### config.mk
export PLATFORM = sky130hd
export DESIGN_NAME = constant_materialize_sequence_core_flat
export DESIGN_NICKNAME = d
export VERILOG_FILES = /design/src/rtl/cms_pkg.sv /design/src/rtl/cms_ifs.sv /design/src/rtl/cms_size_unit.sv /design/src/rtl/constant_materialize_sequence_core.sv /design/src/flat_wrapper.sv
export SDC_FILE = /design/constraint.sdc
export NUM_CORES = 1
export LEC_CHECK = 0
export ABC_CLOCK_PERIOD_IN_PS = 5400
export BUFFER_PORTS_ARGS = -buffer_cell sky130_fd_sc_hd__buf_2
export CAP_MARGIN = 5
export CORE_ASPECT_RATIO = 1.1
export CORE_MARGIN = 2
export CORE_UTILIZATION = 40
export CTS_BUF_LIST = sky130_fd_sc_hd__clkbuf_4
export CTS_CLUSTER_DIAMETER = 150
export DETAILED_ROUTE_END_ITERATION = 8
export PLACE_DENSITY = 0.69
export SLEW_MARGIN = 20
export SYNTH_ARGS = -nofsm -noshare
export SYNTH_HDL_FRONTEND = slang
export SYNTH_HIERARCHICAL = 1
export SYNTH_SLANG_ARGS = --single-unit
### constraint.sdc
create_clock -name clk -period 5.4 [get_ports clk]
set_clock_uncertainty 0.1 [all_clocks]
set_input_delay 1.08 -clock clk [delete_from_list [all_inputs] [get_ports clk]]
set_output_delay 1.08 -clock clk [all_outputs]
set_load 0.005 [all_outputs]
### src/rtl/cms_pkg.sv
// Shared constants, types and state encoding for the constant materialization sequencer.
package cms_pkg;

  localparam int VAL_W      = 64;  // constant width
  localparam int REG_W      = 5;   // register number width
  localparam int IMM_W      = 20;  // immediate field width
  localparam int XOR_W      = 12;  // xor-immediate piece width
  localparam int SHAMT_W    = 6;   // shift amount field width
  localparam int MAX_PIECES = 5;
  localparam int SLOT_N     = 2 * MAX_PIECES - 1;  // piece, shift, piece, ...

  localparam logic [1:0] KIND_LUI  = 2'd0;
  localparam logic [1:0] KIND_XORI = 2'd1;
  localparam logic [1:0] KIND_SLLI = 2'd2;

  typedef enum logic [2:0] {
    S_IDLE,
    S_START,
    S_SCAN,
    S_SIZE,
    S_CUT,
    S_EMIT
  } state_t;

  // Run just scanned, handed to the piece sizing unit
  typedef struct packed {
    logic signed [7:0] bitpos;  // first bit past the run, -1 when exhausted
    logic        [6:0] run;     // run length
    logic signed [7:0] start;   // top bit of the run
    logic        [2:0] n;       // pieces cut so far
    logic              upper;   // first piece is an upper load
  } size_req_t;

  // Piece boundaries from the sizing unit
  typedef struct packed {
    logic signed [7:0] bitpos;  // bit just below the piece
    logic        [4:0] width;   // piece width, at most 20
    logic        [6:0] run;     // leftover run folded into the shift
  } size_rsp_t;

endpackage

### src/rtl/cms_ifs.sv
// Valid/ready channel interfaces for constant items and instruction results.
interface cms_in_if;
  logic        valid;
  logic        ready;
  logic [63:0] constant_value;
  logic [4:0]  target_reg;

  modport source (output valid, constant_value, target_reg, input ready);
  modport sink (input valid, constant_value, target_reg, output ready);
endinterface

interface cms_out_if;
  logic        valid;
  logic        ready;
  logic [1:0]  insn_kind;
  logic [4:0]  insn_rd;
  logic [4:0]  insn_rs1;
  logic [19:0] insn_imm;
  logic        last_insn;

  modport source (output valid, insn_kind, insn_rd, insn_rs1, insn_imm, last_insn,
                  input ready);
  modport sink (input valid, insn_kind, insn_rd, insn_rs1, insn_imm, last_insn,
                output ready);
endinterface

### src/rtl/cms_size_unit.sv
// Piece sizing unit: turns a scanned run into piece width, position and leftover run.
module cms_size_unit
  import cms_pkg::*;
(
  input  size_req_t req,
  output size_rsp_t rsp
);

  logic signed [7:0] b;
  logic signed [7:0] nb;
  logic        [7:0] w;
  logic        [7:0] r;
  logic        [7:0] s;

  always_comb begin
    b = req.bitpos;
    r = {1'b0, req.run};
    // after an upper load a short run restarts at its top bit
    if (req.n == 3'd1 && req.upper && req.run <= 7'd12) begin
      b = req.start - 8'sd1;
      r = 8'd1;
    end
    w = 8'(b + 8'sd2);
    r = r - 8'd1;
    s = w + r;
    nb = b;

    if (w < 8'd12) begin
      // tail piece: absorb the run up to 12 bits
      if (s > 8'd12) begin
        r = s - 8'd12;
        w = 8'd12;
      end else begin
        w = s;
        r = 8'd0;
      end
      nb = -8'sd1;
    end else if (w > 8'd12) begin
      if (w >= 8'd32 && req.n == 3'd0) begin
        // plain upper load
        nb = 8'(w - 8'd21);
        w  = 8'd20;
      end else if (s >= 8'd32 && req.n == 3'd0) begin
        // upper load that swallows part of the run
        if (s > 8'd32) begin
          r = s - 8'd32;
          w = 8'd20;
        end else begin
          w = s - 8'd12;
          r = 8'd0;
        end
        nb = 8'sd11;
      end else begin
        nb = 8'(w - 8'd13);
        w  = 8'd12;
      end
    end else begin
      nb = b - 8'sd11;
    end

    rsp.bitpos = nb;
    rsp.width  = w[4:0];
    rsp.run    = r[6:0];
  end

endmodule

### src/rtl/constant_materialize_sequence_core.sv
// Top level of the RV64 constant materialization sequencer.
// Takes one 64-bit constant and a destination register per transfer and returns
// the lui/xori/slli sequence that builds it, 1 to 9 instruction results with
// last_insn set on the final one. One item is handled at a time: item.ready is
// high only while idle. For each piece the run scanner starts at the piece
// boundary and examines one bit of the constant per cycle down to the end of
// the run; after the run end the piece is sized and then cut. Bits of a cut
// piece below the bit that ends its run are never scanned, and only the
// rescan after an upper load revisits bits. The emit phase then steps one
// instruction slot per cycle up to the last emitted instruction, stalling
// only while result is not taken. The result register holds the whole
// instruction, destination included, so the next item is taken while the
// last result still waits.
module constant_materialize_sequence_core
  import cms_pkg::*;
(
  input  logic      clk,
  input  logic      rst,
  cms_in_if.sink    item,
  cms_out_if.source result
);

  state_t state, state_next;

  logic [VAL_W-1:0]   val;
  logic [REG_W-1:0]   dest;
  logic signed [7:0]  bitpos;
  logic signed [7:0]  start;
  logic [6:0]         run;
  logic               top;
  logic [2:0]         n;
  logic               upper;
  logic [4:0]         width;
  logic [3:0]         slot;

  logic [IMM_W-1:0]   piece [MAX_PIECES];
  logic [MAX_PIECES-1:0] inv;
  logic [7:0]         shamt [MAX_PIECES-1];

  logic               out_v;
  logic [1:0]         out_kind;
  logic [REG_W-1:0]   out_rd;
  logic [REG_W-1:0]   out_rs1;
  logic [IMM_W-1:0]   out_imm;
  logic               out_last;

  size_req_t          sz_req;
  size_rsp_t          sz_rsp;

  logic               scan_match;
  logic [5:0]         cut_sh;
  logic [VAL_W-1:0]   shifted;
  logic [IMM_W-1:0]   cut;
  logic [2:0]         n_inc;
  logic [1:0]         n_prev;
  logic [7:0]         sh_sum;
  logic [7:0]         sh_val;
  logic               cut_done;

  logic [SLOT_N-1:0]  mask;
  logic [SLOT_N-1:0]  mask_hi;
  logic               slot_last;
  logic               load_ok;
  logic               emit_now;
  logic [2:0]         pidx;
  logic [1:0]         sidx;
  logic [IMM_W-1:0]   pval;
  logic [1:0]         kind_cur;
  logic [IMM_W-1:0]   imm_cur;

  // Sizing unit
  assign sz_req.bitpos = bitpos;
  assign sz_req.run    = run;
  assign sz_req.start  = start;
  assign sz_req.n      = n;
  assign sz_req.upper  = upper;

  cms_size_unit u_size (
    .req (sz_req),
    .rsp (sz_rsp)
  );

  // Scan and cut datapath
  assign scan_match = !bitpos[7] && (val[bitpos[5:0]] == top);
  assign cut_sh     = 6'(bitpos + 8'sd1);
  assign shifted    = val >> cut_sh;
  assign cut        = shifted[IMM_W-1:0] & ~({IMM_W{1'b1}} << width);
  assign n_inc      = n + 3'd1;
  assign n_prev     = 2'(n - 3'd1);
  assign sh_sum     = {3'b000, width} + {1'b0, run};
  assign sh_val     = (n == 3'd1 && upper) ? sh_sum - 8'd12 : sh_sum;
  assign cut_done   = bitpos[7] || (n_inc >= 3'(MAX_PIECES));

  // Which instruction slots are emitted
  always_comb begin
    for (int i = 0; i < MAX_PIECES; i++) begin
      mask[2*i] = (3'(i) < n) && (i == 0 || inv[i] || piece[i] != '0);
    end
    for (int i = 0; i < MAX_PIECES - 1; i++) begin
      mask[2*i+1] = (3'(i + 1) < n) && (shamt[i] != 8'd0);
    end
  end

  assign mask_hi   = mask >> slot;
  assign slot_last = (mask_hi[SLOT_N-1:1] == '0);
  assign load_ok   = !out_v || result.ready;
  assign emit_now  = (state == S_EMIT) && load_ok && mask[slot];
  assign pidx      = slot[3:1];
  assign sidx      = slot[2:1];
  assign pval      = inv[pidx] ? ~piece[pidx] : piece[pidx];

  // Instruction for the current slot
  always_comb begin
    if (slot[0]) begin
      kind_cur = KIND_SLLI;
      imm_cur  = {{(IMM_W-SHAMT_W){1'b0}}, shamt[sidx][SHAMT_W-1:0]};
    end else if (slot == 4'd0 && upper) begin
      kind_cur = KIND_LUI;
      imm_cur  = pval;
    end else begin
      kind_cur = KIND_XORI;
      imm_cur  = {{(IMM_W-XOR_W){1'b0}}, pval[XOR_W-1:0]};
    end
  end

  // Next state
  always_comb begin
    state_next = state;
    case (state)
      S_IDLE:  if (item.valid) state_next = S_START;
      S_START: state_next = S_SCAN;
      S_SCAN:  if (!scan_match) state_next = S_SIZE;
      S_SIZE:  state_next = S_CUT;
      S_CUT:   state_next = cut_done ? S_EMIT : S_START;
      S_EMIT:  if (emit_now && slot_last) state_next = S_IDLE;
      default: state_next = S_IDLE;
    endcase
  end

  always_ff @(posedge clk) begin
    if (rst) begin
      state <= S_IDLE;
    end else begin
      state <= state_next;
    end
  end

  // Control counters
  always_ff @(posedge clk) begin
    if (rst) begin
      n     <= 3'd0;
      upper <= 1'b0;
      slot  <= 4'd0;
      out_v <= 1'b0;
    end else begin
      case (state)
        S_IDLE: begin
          n     <= 3'd0;
          upper <= 1'b0;
        end
        S_CUT: begin
          n <= n_inc;
          if (n == 3'd0 && width == 5'd20) upper <= 1'b1;
          slot <= 4'd0;
        end
        S_EMIT: begin
          if (load_ok) slot <= slot + 4'd1;
        end
        default: begin
        end
      endcase
      if (emit_now) begin
        out_v <= 1'b1;
      end else if (result.ready) begin
        out_v <= 1'b0;
      end
    end
  end

  // Scan and piece registers
  always_ff @(posedge clk) begin
    case (state)
      S_IDLE: begin
        if (item.valid) begin
          val    <= item.constant_value;
          dest   <= item.target_reg;
          bitpos <= 8'sd63;
          inv    <= '0;
        end
      end
      S_START: begin
        top    <= val[bitpos[5:0]];
        start  <= bitpos;
        run    <= 7'd1;
        bitpos <= bitpos - 8'sd1;
      end
      S_SCAN: begin
        if (scan_match) begin
          run    <= run + 7'd1;
          bitpos <= bitpos - 8'sd1;
        end
      end
      S_SIZE: begin
        bitpos <= sz_rsp.bitpos;
        width  <= sz_rsp.width;
        run    <= sz_rsp.run;
      end
      S_CUT: begin
        piece[n] <= cut;
        if (n != 3'd0) begin
          shamt[n_prev] <= sh_val;
          if (top && width == 5'd12) inv[n_prev] <= 1'b1;
        end
      end
      default: begin
      end
    endcase
  end

  // Result register
  always_ff @(posedge clk) begin
    if (emit_now) begin
      out_kind <= kind_cur;
      out_rd   <= dest;
      out_rs1  <= (slot == 4'd0) ? '0 : dest;
      out_imm  <= imm_cur;
      out_last <= slot_last;
    end
  end

  assign item.ready       = (state == S_IDLE);
  assign result.valid     = out_v;
  assign result.insn_kind = out_kind;
  assign result.insn_rd   = out_rd;
  assign result.insn_rs1  = out_rs1;
  assign result.insn_imm  = out_imm;
  assign result.last_insn = out_last;

`ifndef SYNTHESIS
  a_piece_bound: assert property (@(posedge clk) disable iff (rst)
    n <= 3'(MAX_PIECES))
    else $error("piece count beyond limit");

  a_accept_start: assert property (@(posedge clk) disable iff (rst)
    item.valid && item.ready |=> state == S_START)
    else $error("accepted item did not start scan");

  a_first_slot: assert property (@(posedge clk) disable iff (rst)
    state == S_EMIT && slot == 4'd0 |-> mask[0])
    else $error("first piece not emitted");

  a_lui_rs1: assert property (@(posedge clk) disable iff (rst)
    out_v && out_kind == KIND_LUI |-> out_rs1 == '0)
    else $error("upper load with nonzero source");

  a_shift_imm: assert property (@(posedge clk) disable iff (rst)
    out_v && out_kind == KIND_SLLI |-> out_imm[IMM_W-1:SHAMT_W] == '0)
    else $error("shift amount out of field");
`endif

endmodule
### src/flat_wrapper.sv
// flat-port wrapper written by rule: the top's interface ports become plain ports
module constant_materialize_sequence_core_flat import cms_pkg::*;
  (clk, rst, item_valid, item_constant_value, item_target_reg, item_ready, result_valid, result_insn_kind, result_insn_rd, result_insn_rs1, result_insn_imm, result_last_insn, result_ready);
  cms_in_if item_i ();
  cms_out_if result_i ();
  input  logic clk;
  input  logic rst;
  input wire logic [$bits(item_i.valid)-1:0] item_valid;
  input wire logic [$bits(item_i.constant_value)-1:0] item_constant_value;
  input wire logic [$bits(item_i.target_reg)-1:0] item_target_reg;
  output wire logic [$bits(item_i.ready)-1:0] item_ready;
  output wire logic [$bits(result_i.valid)-1:0] result_valid;
  output wire logic [$bits(result_i.insn_kind)-1:0] result_insn_kind;
  output wire logic [$bits(result_i.insn_rd)-1:0] result_insn_rd;
  output wire logic [$bits(result_i.insn_rs1)-1:0] result_insn_rs1;
  output wire logic [$bits(result_i.insn_imm)-1:0] result_insn_imm;
  output wire logic [$bits(result_i.last_insn)-1:0] result_last_insn;
  input wire logic [$bits(result_i.ready)-1:0] result_ready;
  assign item_i.valid = item_valid;
  assign item_i.constant_value = item_constant_value;
  assign item_i.target_reg = item_target_reg;
  assign item_ready = item_i.ready;
  assign result_valid = result_i.valid;
  assign result_insn_kind = result_i.insn_kind;
  assign result_insn_rd = result_i.insn_rd;
  assign result_insn_rs1 = result_i.insn_rs1;
  assign result_insn_imm = result_i.insn_imm;
  assign result_last_insn = result_i.last_insn;
  assign result_i.ready = result_ready;
  constant_materialize_sequence_core u_core (.clk(clk), .rst(rst), .item(item_i), .result(result_i));
endmodule
; ---- Word-level counts from Yosys, hierarchy flattened
; Memory sizes are Yosys's and may differ from the RTL's. A register that Yosys moved wholly into a read port is not among the register bits.
; Cells that the tools add are included.
[op_classes]
addsub = 17
reduce_logical = 54
n_eq_ne = 17
order_cmp = 18
bitwise_logic = 5
shifts = 3
mux = 60
[ops]
columns = operator, n
row1 = nonzero test 20 bit, 4
row2 = 2-to-1 mux 8 bit, 8
row3 = right shift 64 x 6 -> 20 bit, 1
row4 = 2-to-1 mux 7 bit, 8
row5 = 2-to-1 mux 5 bit, 9
row6 = NOT 20 bit, 2
row7 = case mux 8 bit (4 select lines), 1
row8 = nonzero test 8 bit, 4
row9 = case mux 7 bit (3 select lines), 1
row10 = AND 20 bit, 1
row11 = logical AND 1 bit, 20
row12 = 2-to-1 mux 20 bit, 1
row13 = left shift 20 x 5 -> 20 bit (first input constant), 1
row14 = 2-to-1 mux 3 bit, 6
row15 = case mux 3 bit (6 select lines), 1
row16 = >= comparator 8 x 6 -> 1 bit (second input constant), 2
row17 = > comparator 8 x 4 -> 1 bit (second input constant), 2
row18 = subtractor 8 x 2 -> 8 bit (second input constant), 2
row19 = subtractor 8 x 4 -> 8 bit (second input constant), 2
row20 = subtractor 8 x 5 -> 8 bit (second input constant), 2
row21 = 2-to-1 mux 1 bit, 13
row22 = inequality test 2 x 1 -> 1 bit (second input constant), 5
row23 = case mux 5 bit (2 select lines), 1
row24 = right shift 9 x 4 -> 9 bit, 1
row25 = other kinds (54), 76
[totals]
wordCells = 196
output_inout_bits = 35
mem_bits_rw = 132
memories = 2
input_bits = 73
regBits = 148
[memory_table]
columns = name, depth, width, rd, rd_clocked_by_memory_dff, wr, line
row1 = u_core.piece, 5, 20, 5, 1, 1, constant_materialize_sequence_core.sv:36  ; logic [IMM_W-1:0] piece [MAX_PIECES];
row2 = u_core.shamt, 4, 8, 5, 1, 1, constant_materialize_sequence_core.sv:38  ; logic [7:0] shamt [MAX_PIECES-1];

; ---- Logic depth before layout (Yosys ltp)
; Gate-level depths: netlist of the first run.
[logic_depth]
word_depth = 13
mapped_depth = 23
ltp_nobuf = 21

; ---- Modules after synthesis
; The synthesis of the first run kept the hierarchy.
[by_module_without_submodules]
columns = module, cells_per_inst, instances, seq_area_each_um2, area_per_inst_um2
row1 = constant_materialize_sequence_core, 1302, 1, 10119.7, 17651.9
row2 = cms_size_unit, 289, 1, 0.0, 1985.7

; ---- Worst setup path before layout of the first run
; OpenSTA, ideal clock, no wires.
[synth_timing]
kind = reg-to-reg
from = reg u_core.run[4]
to = reg u_core.run[2], data pin
required_ns = 5.038
arrival_ns = 5.162
setup_ns = 0.262
path_slack_ns = -0.124
n_path_buf = 0
stages_incl_launch_ff = 19
period_less_slack_ns = 5.524
path_cell_list = edfxtp_1 -> nor3_1 -> nand3_1 -> o21ai_0 -> ha_1 -> xor2_1 -> inv_1 -> ha_1 -> o21ai_0 -> a21boi_0 -> o21ai_0 -> and3_1 -> a311oi_1 -> o2bb2ai_4 -> or3_4 -> and3_1 -> a221o_1 -> a21oi_1 -> nor2_1
[synth_rtl]
columns = item, line
row1 = "start, declared", constant_materialize_sequence_core.sv:29  ; logic [6:0] run;
row2 = "start signal, assigned", constant_materialize_sequence_core.sv:199  ; run <= run + 7'd1;
row3 = "start signal, assigned", constant_materialize_sequence_core.sv:206  ; run <= sz_rsp.run;

==> results of run 1 <==
==> layout make-up <==
| type | count | area [sq um] | area share |
|---|---|---|---|
| antenna | 1 | 2.50 | 0.000113 |
| multi-input combinational | 1111 | 8970 | 0.404 |
| clock buffer | 117 | 878 | 0.0396 |
| inverter | 47 | 176 | 0.00795 |
| tap | 652 | 816 | 0.0368 |
| sequential | 342 | 10100 | 0.456 |
| timing repair buffer | 172 | 1050 | 0.0473 |
| clock inverter | 24 | 171 | 0.00773 |
==> worst max-delay path by stage <==
stage | start | cells after the start | slack [ns] | to
floorplan | u_core/run[4]$_SDFFCE_PN0P_ | 20 | 0.11 | u_core/run[2]$_SDFFCE_PN0P_
global placement | u_core/run[4]$_SDFFCE_PN0P_ | 20 | 0.16 | u_core/run[6]$_SDFFCE_PN0P_
detailed placement | u_core/run[4]$_SDFFCE_PN0P_ | 20 | 0.07 | u_core/run[0]$_SDFFCE_PN1P_
CTS | u_core/run[5]$_SDFFCE_PN0P_ | 20 | 0.06 | u_core/run[0]$_SDFFCE_PN1P_
global route | u_core/run[1]$_SDFFCE_PN0P_ | 20 | -0.02 | u_core/run[2]$_SDFFCE_PN0P_
finish | u_core/run[1]$_SDFFCE_PN0P_ | 20 | 0.22 | u_core/run[2]$_SDFFCE_PN0P_
==> cells in the final DEF (no fill, tap or decap), types with 7 or more instances in the layout <==
master,instances
a21oi_1,89
mux2_2,25
mux4_2,92
o31ai_1,7
buf_2,107
mux2i_1,82
nor3_1,20
clkbuf_4,117
xor2_1,16
clkinv_1,15
edfxtp_1,327
nor3b_1,7
and2_1,9
and3_1,15
a221oi_1,12
xnor2_1,52
nor2_1,144
a211oi_1,29
nand2_1,139
nor4_1,27
a21o_1,12
inv_1,45
ha_1,32
o211ai_1,15
nand3_1,30
a31oi_1,8
nand2b_1,11
nor2b_1,17
buf_4,63
or3_1,13
o21ai_0,79
dfxtp_1,13
==> critical path, cell delays in order (launching register included) <==
cell and delay, ns:
edfxtp_1 0.51, o211ai_1 0.32, and3_1 0.27, buf_4 0.22
a31oi_2 0.14, buf_4 0.17, ha_1 0.26, xor2_1 0.21
inv_1 0.10, ha_1 0.31, o21ai_0 0.10, a21boi_0 0.28
o21ai_0 0.15, a21oi_1 0.30, o2bb2ai_1 0.14, a211o_2 0.42
nor3b_2 0.26, nor2_1 0.12, a221o_1 0.35, a21oi_1 0.15
nor2_1 0.05
==> sequential cells by signal, summed over array words and instances, names as in the netlist, named ones only <==
name	count
u_core/run	7
u_core/result.insn_rs1	5
u_core/n	3
u_core/width	5
u_core/result.last_insn	1
u_core/upper	1
u_core/start	8
u_core/result.valid	1
u_core/bitpos	8
u_core/dest	5
u_core/result.insn_imm	20
u_core/state	3
u_core/piece	160
u_core/result.insn_rd	5
u_core/val	64
u_core/result.insn_kind	2
u_core/top	1
u_core/inv	4
u_core/shamt	32
u_core/slot	4
==> cell families (layout without fill, tap and decap cells) <==
logic type | Yosys count | after routing | synth area share
simple gates | 469 | 469 | 0.113
flops | 342 | 342 | 0.515
compound gates | 328 | 328 | 0.111
mux | 201 | 201 | 0.164
buf+inv | 138 | 360 | 0.0345
xor+xnor | 77 | 77 | 0.0380
fa+ha+maj | 36 | 36 | 0.0236
other cells | 0 | 1 | 0
==> what timing repair did <==
item                       in CTS  in global routing
resized for setup               0                  8
setup endpoints to repair       0                 14
buffers inserted                0                  1
==> metal layers <==
| metal | up-vias | GRT usage | share of wire |
|---|---|---|---|
| met5 | - | 0 | 0 |
| met4 | 0 | 0.0771 | 0.027 |
| met3 | 93 | 0.0328 | 0.065 |
| met2 | 564 | 0.329 | 0.49 |
| met1 | 6877 | 0.254 | 0.42 |
| li1 | 6527 | - | - |
==> report_power, final <==
part           switching [uW]  total [uW]  internal [uW]
clock                    1030        2130           1100
combinational            5480        8820           3330
sequential                207        4130           3930
total                    6720       15100           8360
==> per-stage QoR <==
step           setup WS (ns)  cell area (sq um)  hold slack, ns  utilization
2_1_floorplan          0.107              19600           0.318            -
5_1_grt              -0.0224              22200           0.289        0.455
6_report               0.224              22200           0.335        0.455
3_3_place_gp           0.157              21100           0.319        0.433
3_5_place_dp          0.0693              21100           0.337        0.433
4_1_cts               0.0555              22100           0.248        0.454
==> impl_results.md, run 1 <==
* Filler cells at 4548
* Die Y at ~240 um
* Vias in the first global route at around 14k
* Leak pwr at approximately 0.0078 uW
* Critical Path End Type: flip-flop
* # DRC at 0
* Worst R2R Start: u_core/run[1]$_SDFFCE_PN0P_
* Drt pass-1 iters at 5
* Worst EP required at ~5.9 ns
* Die width at ~220 um
* Clock Path Buffers at 3
* Cell accounting for the most synthesized area: edfxtp_1
* I/O Buffers at between 100 and 150
* WL/cell at between 20 and 25 um
* GRT Total Usage at 0.196
* PwrDens at between 600 and 700 mW/mm^2
* Main synth FF type: edfxtp_1
* Maxcap violations at 0
* WS Path Type: flip-flop to flip-flop
* Sequential area share after synthesis at 0.515
* Share of cells above drive strength 1 at 0.259
* Post-DP HPWL at 36800 um
* FF-to-FF path depth at 20
* Post-Syn Instances at 1591
* Top post-synthesis cells by count: edfxtp_1 (327), nor2_1 (145), nand2_1 (139), mux4_2 (92), a21oi_1 (89)
* CTS buffer count at between 80 and 90
* Largest net degree at the start of global routing at around 100
* Core Area at 0.0487 sq mm
* Post-synthesis async set-or-reset flop share at 0
* Net Count, Synth at 1699
* Worst slew pin tran at between 1 and 1.5 ns
* Die ar. at a little over 0.05 sq mm
* Clock Sinks at around 340
* Cell Rows at 85
* Flop2flop setup slack at around 0.22 ns
* Initial antenna violation count at 1
* CTS Root Cell: clkbuf_4
* Outcome: finished clean
* Initial Utilization at 0.403
* Yosys warns at 6
* NumNets Final at approximately 1.9k
* Fin cells at between 2k and 2.5k
* Hold_buf cts at 0
* Worst Hold Launch: item_target_reg[3]
* Tcrit/Tclk final at 0.958
* Count leader, synth: edfxtp_1
* Clock Pin Slew Worst Setup and Hold Paths at roughly 0.06 ns
* Clock Latency Late Sink at about 0.81 ns
* Unique masters post-synth at 92
* Syn avg cell area at roughly 12 sq um
* Type of the tightest min-delay check: input port to flip-flop
* Top Ports at around 110
* Max FO, Critical Path at 10
* Critical Path AT at 5.62 ns
* First-pass GRT wire length at ~78000 um
* H-tree levels at 3
* Mapped cell area at ~0.02 sq mm
* Synth top area share at 0.500
* Min cycle time layout at 5.18 ns
* Setup TNS at 0 ns
* Max-slew violation count at 0
* First DRT Iteration DRCs at around 1.2k
* Placed cell count at about 2.3k
* Total design power at ~15000 uW
* Routed vias at roughly 14k
* Final Setup Violations at 0
* TritonCTS clock tree: yes
* Rel. slew slack at 0.203
* Total gr overflow at 0
* Antenna Nets Post-Route at 0
* Synth Register Bits at around 340
* Hold path depth at 1
* RD Place Congestion at between 0.9 and 1
* P&R area growth vs syn at 13.0%
* WHS Endpoint: u_core/dest[3]$_DFFE_PP_
* Post-synth EDFFs at around 330
* Top post-synthesis cells by area: edfxtp_1 (50%), mux4_2 (11%), mux2i_1 (4.2%)
* Hold Vio Cnt, Final at 0
* Peak supply drop at 0.309 mV
* Critical R2R Capture: u_core/run[2]$_SDFFCE_PN0P_
* CP Launch Type: flip-flop
* Wirelength, routed at about 50000 um
* FMAX at ~0.19 GHz
* Vias per inst at about 5.7
(Power assumes the default switching activity.)
==> run 2: changes to the inputs <==
--- a/config.mk
+++ b/config.mk
@@ -8,7 +8,6 @@
 export ABC_CLOCK_PERIOD_IN_PS = 5400
 export BUFFER_PORTS_ARGS = -buffer_cell sky130_fd_sc_hd__buf_2
 export CAP_MARGIN = 5
-export CORE_ASPECT_RATIO = 1.1
 export CORE_MARGIN = 2
 export CORE_UTILIZATION = 40
 export CTS_BUF_LIST = sky130_fd_sc_hd__clkbuf_4
==> impl_results.md, run 2 (synthesis gave the netlist of run 1 again) <==
* Setup TNS at 0 ns (unchanged)
* Hold Vio Cnt, Final at 0 (unchanged)
* # DRC at 0 (unchanged)
* Most common cell after layout, fill and taps aside: edfxtp_1
* CTS buffer count at 86 (+1.2%)
* P_sw at 6580 uW (-2.0%)
* Type of the tightest min-delay check: flip-flop to flip-flop
* Vias per inst at 5.69 (-0.15%)
* Clock Path Buffers at 3 (unchanged)
* Flop2flop setup slack at 0.35 ns (+0.12 ns)
* Worst Setup SP: u_core/run[0]$_SDFFCE_PN1P_
* Max FO, Critical Path at 10 (unchanged)
* Post-route cell area at 0.0222 sq mm (+0.15%)
* First-pass GRT wire length at 78600 um (+0.65%)
* GRT Total Usage at 0.200 (+0.00385)
* Initial Utilization at 0.403 (about the same)
* Seq pwr share at 0.277 (+0.003)
* Maxcap violations at 0 (unchanged)
* Top Ports at 108 (unchanged)
* Drt pass-1 iters at 6 (+1)
* CTS Root Cell: clkbuf_4
* Worst slew pin tran at 1.06 ns (-0.125 ns)
* P_int at 8360 uW (about the same)
* Critical Path End Type: flip-flop
* WL/cell at 20.2 um (-0.69%)
* Largest net degree at the start of global routing at 101 (unchanged)
* Critical Path AT at 5.50 ns (-0.12 ns)
* Wirelength, routed at 50300 um (about the same)
* H-tree levels at 3 (unchanged)
* RSZ-0062 raised after global routing: false
* Initial antenna violation count at 1 (unchanged)
* Fin cells at 2484 (+0.73%)
* First DRT Iteration DRCs at 1223 (+0.66%)
* P&R area growth vs syn at 13.1%
* Critical R2R Capture: u_core/bitpos[1]$_SDFFCE_PN1P_
* Placed cell count at 2340 (+0.73%)
* FF-to-FF path depth at 21 (+5.0%)
* WS Path Type: flip-flop to flip-flop
* Commonest cells after routing, fill and taps aside: edfxtp_1 (327), nor2_1 (143), nand2_1 (139)
* Hold_buf cts at 0 (unchanged)
* Regs by FF count: u_core/piece: 160 flops, u_core/val: 64 flops, u_core/shamt: 32 flops
* Crit path capture: u_core/bitpos[1]$_SDFFCE_PN1P_
* Post-DP HPWL at 36300 um (-1.1%)
* RD Place Congestion at 0.944 (-1.6%)
* Peak supply drop at 0.413 mV (+34%)
* Post-layout util at 0.456 (about the same)
* Register name with the most flops: u_core/piece
* Final Setup Violations at 0 (unchanged)
* Die Y at 226 um (-4.6%)
* Gate power share at 0.584 (about the same)
* FMAX at 0.198 GHz (+2.4%)
* Post-DP Area at 0.0211 sq mm (+0.17%)
* Antenna Nets Post-Route at 0 (unchanged)
* Worst EP required at 5.84 ns (about the same)
* Leak pwr at 0.00785 uW (+0.30%)
* Outcome: finished clean
* Total gr overflow at 0 (unchanged)
* Clock power frac at 0.140 (about the same)
* Clock Sinks at 342 (unchanged)
* PwrDens at 672 mW/mm^2 (-1.1%)
* Routed vias at 14.1k (+0.58%)
* Core Area at 0.0487 sq mm (about the same)
* Clock Pin Slew Worst Setup and Hold Paths at 0.07 ns (about the same)
* Switching share of total power at 0.441 (-0.00498)
* I/O Buffers at 107 (unchanged)
* Max-slew violation count at 0 (unchanged)
* Rel. slew slack at 0.291 (+0.0879)
* Die width at 226 um (+4.8%)
* Die ar. at 0.0509 sq mm (about the same)
* Max reg flops at 160 (unchanged)
* Min cycle time layout at 5.05 ns (-0.122 ns)
* Cell Rows at 81 (-4.7%)
* TritonCTS clock tree: yes
* Filler cells at 4445 (-2.3%)
* Vias in the first global route at 14.1k (+1.9%)
* Clock Latency Late Sink at 0.83 ns (+0.02 ns)
* NumNets Final at 1876 (+0.48%)
* Share of cells above drive strength 1 at 0.264 (+0.00519)
* Tcrit/Tclk final at 0.936 (-0.0225)
* Worst R2R Start: u_core/run[0]$_SDFFCE_PN1P_
* CP Launch Type: flip-flop
-- run 2: layer usage --
metal	global-route usage	vias to the layer above	wire, um
met5	0	-	0
met4	0.0709	0	1410
met3	0.0449	103	3840
met2	0.322	585	23900
met1	0.266	6883	21100
li1	-	6572	-
-- run 2: worst max-delay path: stages (launching register included) --
cell	delay [ns]
edfxtp_1	0.38
o211ai_1	0.33
and3_4	0.31
nor2_1	0.06
a31oi_1	0.20
inv_1	0.09
ha_1	0.40
inv_1	0.09
ha_1	0.34
nor2b_1	0.14
o21ai_0	0.20
a21boi_0	0.15
o21ai_0	0.22
and3_1	0.25
o2bb2ai_1	0.11
a211o_2	0.42
nor2_4	0.24
o21a_1	0.32
nand2b_1	0.10
nand2_1	0.08
o211ai_1	0.09
a21o_1	0.19
-- run 2: repair_timing --
action / in CTS / in global routing
gates resized for setup: 0 / 8
setup endpoints to repair: 0 / 14
buffers inserted: 0 / 4
-- run 2: final cells by class --
type,count,area [sq um],share of cell area
diodes,1,2.50,0.000113
clock buffers,123,923,0.0416
repair buffers,180,1100,0.0493
flip-flops and latches,342,10100,0.456
inverters,47,176,0.00794
well taps,664,831,0.0374
multi-input cells,1111,8960,0.403
clock inverters,16,104,0.00467
-- run 2: through the flow --
step	worst slack, ns	hold WS (ns)	total power [uW]
2_1_floorplan	0.107	0.318	10400
3_3_place_gp	0.306	0.322	12600
3_5_place_dp	0.201	0.327	12700
4_1_cts	0.181	0.310	14900
5_1_grt	0.0107	0.307	16000
6_report	0.346	0.339	14900
-- run 2: how the worst min path moves through the flow --
stage / startpoint / cells after the start / to
after detailed placement: u_core/dest[2]$_DFFE_PP_ / 0 / u_core/result.insn_rd[2]$_DFFE_PP_
after global routing: item_target_reg[4] / 1 / u_core/dest[4]$_DFFE_PP_
after floorplan: u_core/dest[0]$_DFFE_PP_ / 0 / u_core/result.insn_rd[0]$_DFFE_PP_
after global placement: u_core/dest[2]$_DFFE_PP_ / 0 / u_core/result.insn_rd[2]$_DFFE_PP_
final: u_core/dest[0]$_DFFE_PP_ / 0 / u_core/result.insn_rd[0]$_DFFE_PP_
after CTS: item_target_reg[4] / 1 / u_core/dest[4]$_DFFE_PP_
-- run 2: power groups by stage --
stage / registers [uW] / clock network [uW] / logic [uW]
final: 4130 / 2080 / 8720
after global routing: 4160 / 2300 / 9510
after CTS: 4130 / 2160 / 8570
after detailed placement: 4190 / 0 / 8530
after global placement: 4180 / 0 / 8400
after floorplan: 4120 / 0 / 6250
==> run 3: changes to the inputs <==
--- a/config.mk
+++ b/config.mk
@@ -9,11 +9,11 @@
 export BUFFER_PORTS_ARGS = -buffer_cell sky130_fd_sc_hd__buf_2
 export CAP_MARGIN = 5
 export CORE_MARGIN = 2
-export CORE_UTILIZATION = 40
+export CORE_UTILIZATION = 50
 export CTS_BUF_LIST = sky130_fd_sc_hd__clkbuf_4
 export CTS_CLUSTER_DIAMETER = 150
 export DETAILED_ROUTE_END_ITERATION = 8
-export PLACE_DENSITY = 0.69
+export PLACE_DENSITY = 0.81
 export SLEW_MARGIN = 20
 export SYNTH_ARGS = -nofsm -noshare
 export SYNTH_HDL_FRONTEND = slang
==> impl_results.md, run 3 (synthesis gave the netlist of run 1 again) <==
* Post-route cell area at 0.0221 sq mm (-0.48%)
* Clock Latency Late Sink at 0.78 ns (-0.05 ns)
* Commonest cells after routing, fill and taps aside: edfxtp_1 (327), nor2_1 (145), nand2_1 (139)
* Top Ports at 108 (unchanged)
* Wirelength, routed at 47900 um (-4.7%)
* Clock Pin Slew Worst Setup and Hold Paths at 0.07 ns (about the same)
* Initial Utilization at 0.507 (+0.104)
* Max FO, Critical Path at 6 (-4)
* First DRT Iteration DRCs at 1276 (+4.3%)
* Filler cells at 3133 (-30%)
* First-pass GRT wire length at 75300 um (-4.2%)
* Initial antenna violation count at 1 (unchanged)
* Outcome: finished clean
* Maxcap violations at 0 (unchanged)
* Fin cells at 2350 (-5.4%)
* P&R area growth vs syn at 12.6%
* Critical Path AT at 5.48 ns (-0.02 ns)
* Worst slack, placed at 0.0226 ns (-0.179 ns)
* Final Setup Violations at 0 (unchanged)
* Post-DP Area at 0.0209 sq mm (-1.1%)
* Placed cell count at 2188 (-6.5%)
* Core Area at 0.0387 sq mm (-21%)
* I/O Buffers at 107 (unchanged)
* Vias in the first global route at 13.9k (-1.7%)
* Vias per inst at 6.05 (+6.2%)
* Leak pwr at 0.00788 uW (+0.48%)
* Hold Vio Cnt, Final at 0 (unchanged)
* Most common cell after layout, fill and taps aside: edfxtp_1
* H-tree levels at 3 (unchanged)
* Drt pass-1 iters at 6 (unchanged)
* Worst Hold Margin at 0.339 ns (-0.000215 ns)
* Post-DP HPWL at 34700 um (-4.5%)
* Die Y at 202 um (-10%)
* Regs by FF count: u_core/piece: 160 flops, u_core/val: 64 flops, u_core/shamt: 32 flops
* CTS buffer count at 84 (-2.3%)
* Min cycle time layout at 5.06 ns (+0.00802 ns)
* RD Place Congestion at 1.02 (+8.3%)
* Die ar. at 0.0409 sq mm (-20%)
* Clock Sinks at 342 (unchanged)
* Register name with the most flops: u_core/piece
* Worst Setup Slack, final at 0.338 ns (-0.00802 ns)
* GRT Total Usage at 0.234 (+0.0337)
* Routed vias at 14.2k (+0.50%)
* Cell Rows at 72 (-11%)
* Tcrit/Tclk final at 0.937 (+0.00148)
* WS Path Type: flip-flop to flip-flop
* Worst EP required at 5.82 ns (-0.02 ns)
* Total gr overflow at 0 (unchanged)
* # DRC at 0 (unchanged)
* WL/cell at 20.4 um (+0.72%)
* CTS Root Cell: clkbuf_4
* Max reg flops at 160 (unchanged)
* Clock Path Buffers at 3 (unchanged)
* FMAX at 0.198 GHz (-0.16%)
* Die width at 202 um (-10%)
* Worst slew pin tran at 1.10 ns (+0.0388 ns)
* Peak supply drop at 0.636 mV (+54%)
* Antenna Nets Post-Route at 0 (unchanged)
* Rel. slew slack at 0.261 (-0.0300)
* Max-slew violation count at 0 (unchanged)
* Share of cells above drive strength 1 at 0.263 (-0.000637)
* TritonCTS clock tree: yes
* Largest net degree at the start of global routing at 97 (-4.0%)
* PwrDens at 676 mW/mm^2 (+0.54%)
* NumNets Final at 1870 (-0.32%)
* Type of the tightest min-delay check: flip-flop to flip-flop
* CP Launch Type: flip-flop
* Critical Path End Type: flip-flop
* Post-layout util at 0.571 (+0.115)
* Hold_buf cts at 0 (unchanged)
==> run 3: path summary, 6_finish.rpt <==
| path | from | cells after the start | slack [ns] | to |
|---|---|---|---|---|
| worst max-delay path | u_core/run[4]$_SDFFCE_PN0P_ | 20 | 0.34 | u_core/bitpos[3]$_SDFFCE_PN1P_ |
| worst min register to register | u_core/dest[1]$_DFFE_PP_ | 0 | 0.34 | u_core/result.insn_rd[1]$_DFFE_PP_ |
| worst min-delay path | u_core/dest[1]$_DFFE_PP_ | 0 | 0.34 | u_core/result.insn_rd[1]$_DFFE_PP_ |
| worst max register to register | u_core/run[4]$_SDFFCE_PN0P_ | 20 | 0.34 | u_core/bitpos[3]$_SDFFCE_PN1P_ |
==> run 3: area by class of cell <==
cell class,count,area [sq um],share of cell area
Antenna cell,1,2.50,0.000113
Inverter,47,176,0.00798
Sequential cell,342,10100,0.458
Multi-Input combinational cell,1111,8960,0.405
Tap cell,518,648,0.0293
Clock inverter,30,196,0.00888
Timing Repair Buffer,176,1070,0.0482
Clock buffer,125,938,0.0424
==> run 3: per-layer routing <==
layer | up-vias | wire (um) | track usage | part of all wire
li1 | 6560 | - | - | -
met5 | - | 0 | 0 | 0
met2 | 663 | 23000 | 0.378 | 0.48
met4 | 0 | 1140 | 0.0777 | 0.024
met3 | 98 | 4140 | 0.0458 | 0.086
met1 | 6893 | 19600 | 0.319 | 0.41
==> run 3: metrics by stage <==
stage / power (uW) / setup TNS [ns]
2_1_floorplan: 10400 / 0
3_3_place_gp: 12300 / 0
3_5_place_dp: 12500 / 0
4_1_cts: 14800 / 0
5_1_grt: 15900 / -0.123
6_report: 14900 / 0
==> run 3: power breakdown <==
group	switching (uW)	total, uW	internal (uW)
Sequential	228	4160	3930
Clock	1040	2210	1170
Combinational	5290	8580	3300
Total	6550	14900	8390
==> run 3: critical path: stages (launching register included) <==
cell	delay (ns)
edfxtp_1	0.41
nor3_2	0.40
and3_1	0.30
nor2_1	0.07
a31oi_2	0.20
inv_1	0.09
ha_1	0.39
inv_1	0.09
ha_1	0.34
nor2b_1	0.14
o21ai_0	0.20
a21boi_1	0.13
o21ai_0	0.22
and3_1	0.25
o2bb2ai_1	0.11
a211o_2	0.40
o31ai_2	0.45
a21oi_1	0.12
a21o_1	0.20
o22ai_1	0.16
nand2_1	0.08
==> run 3: timing repair <==
action,in CTS,in global routing
resized for setup,1,8
endpoints found under the setup margin,1,18
pin swaps,0,1
setup buffers,0,6
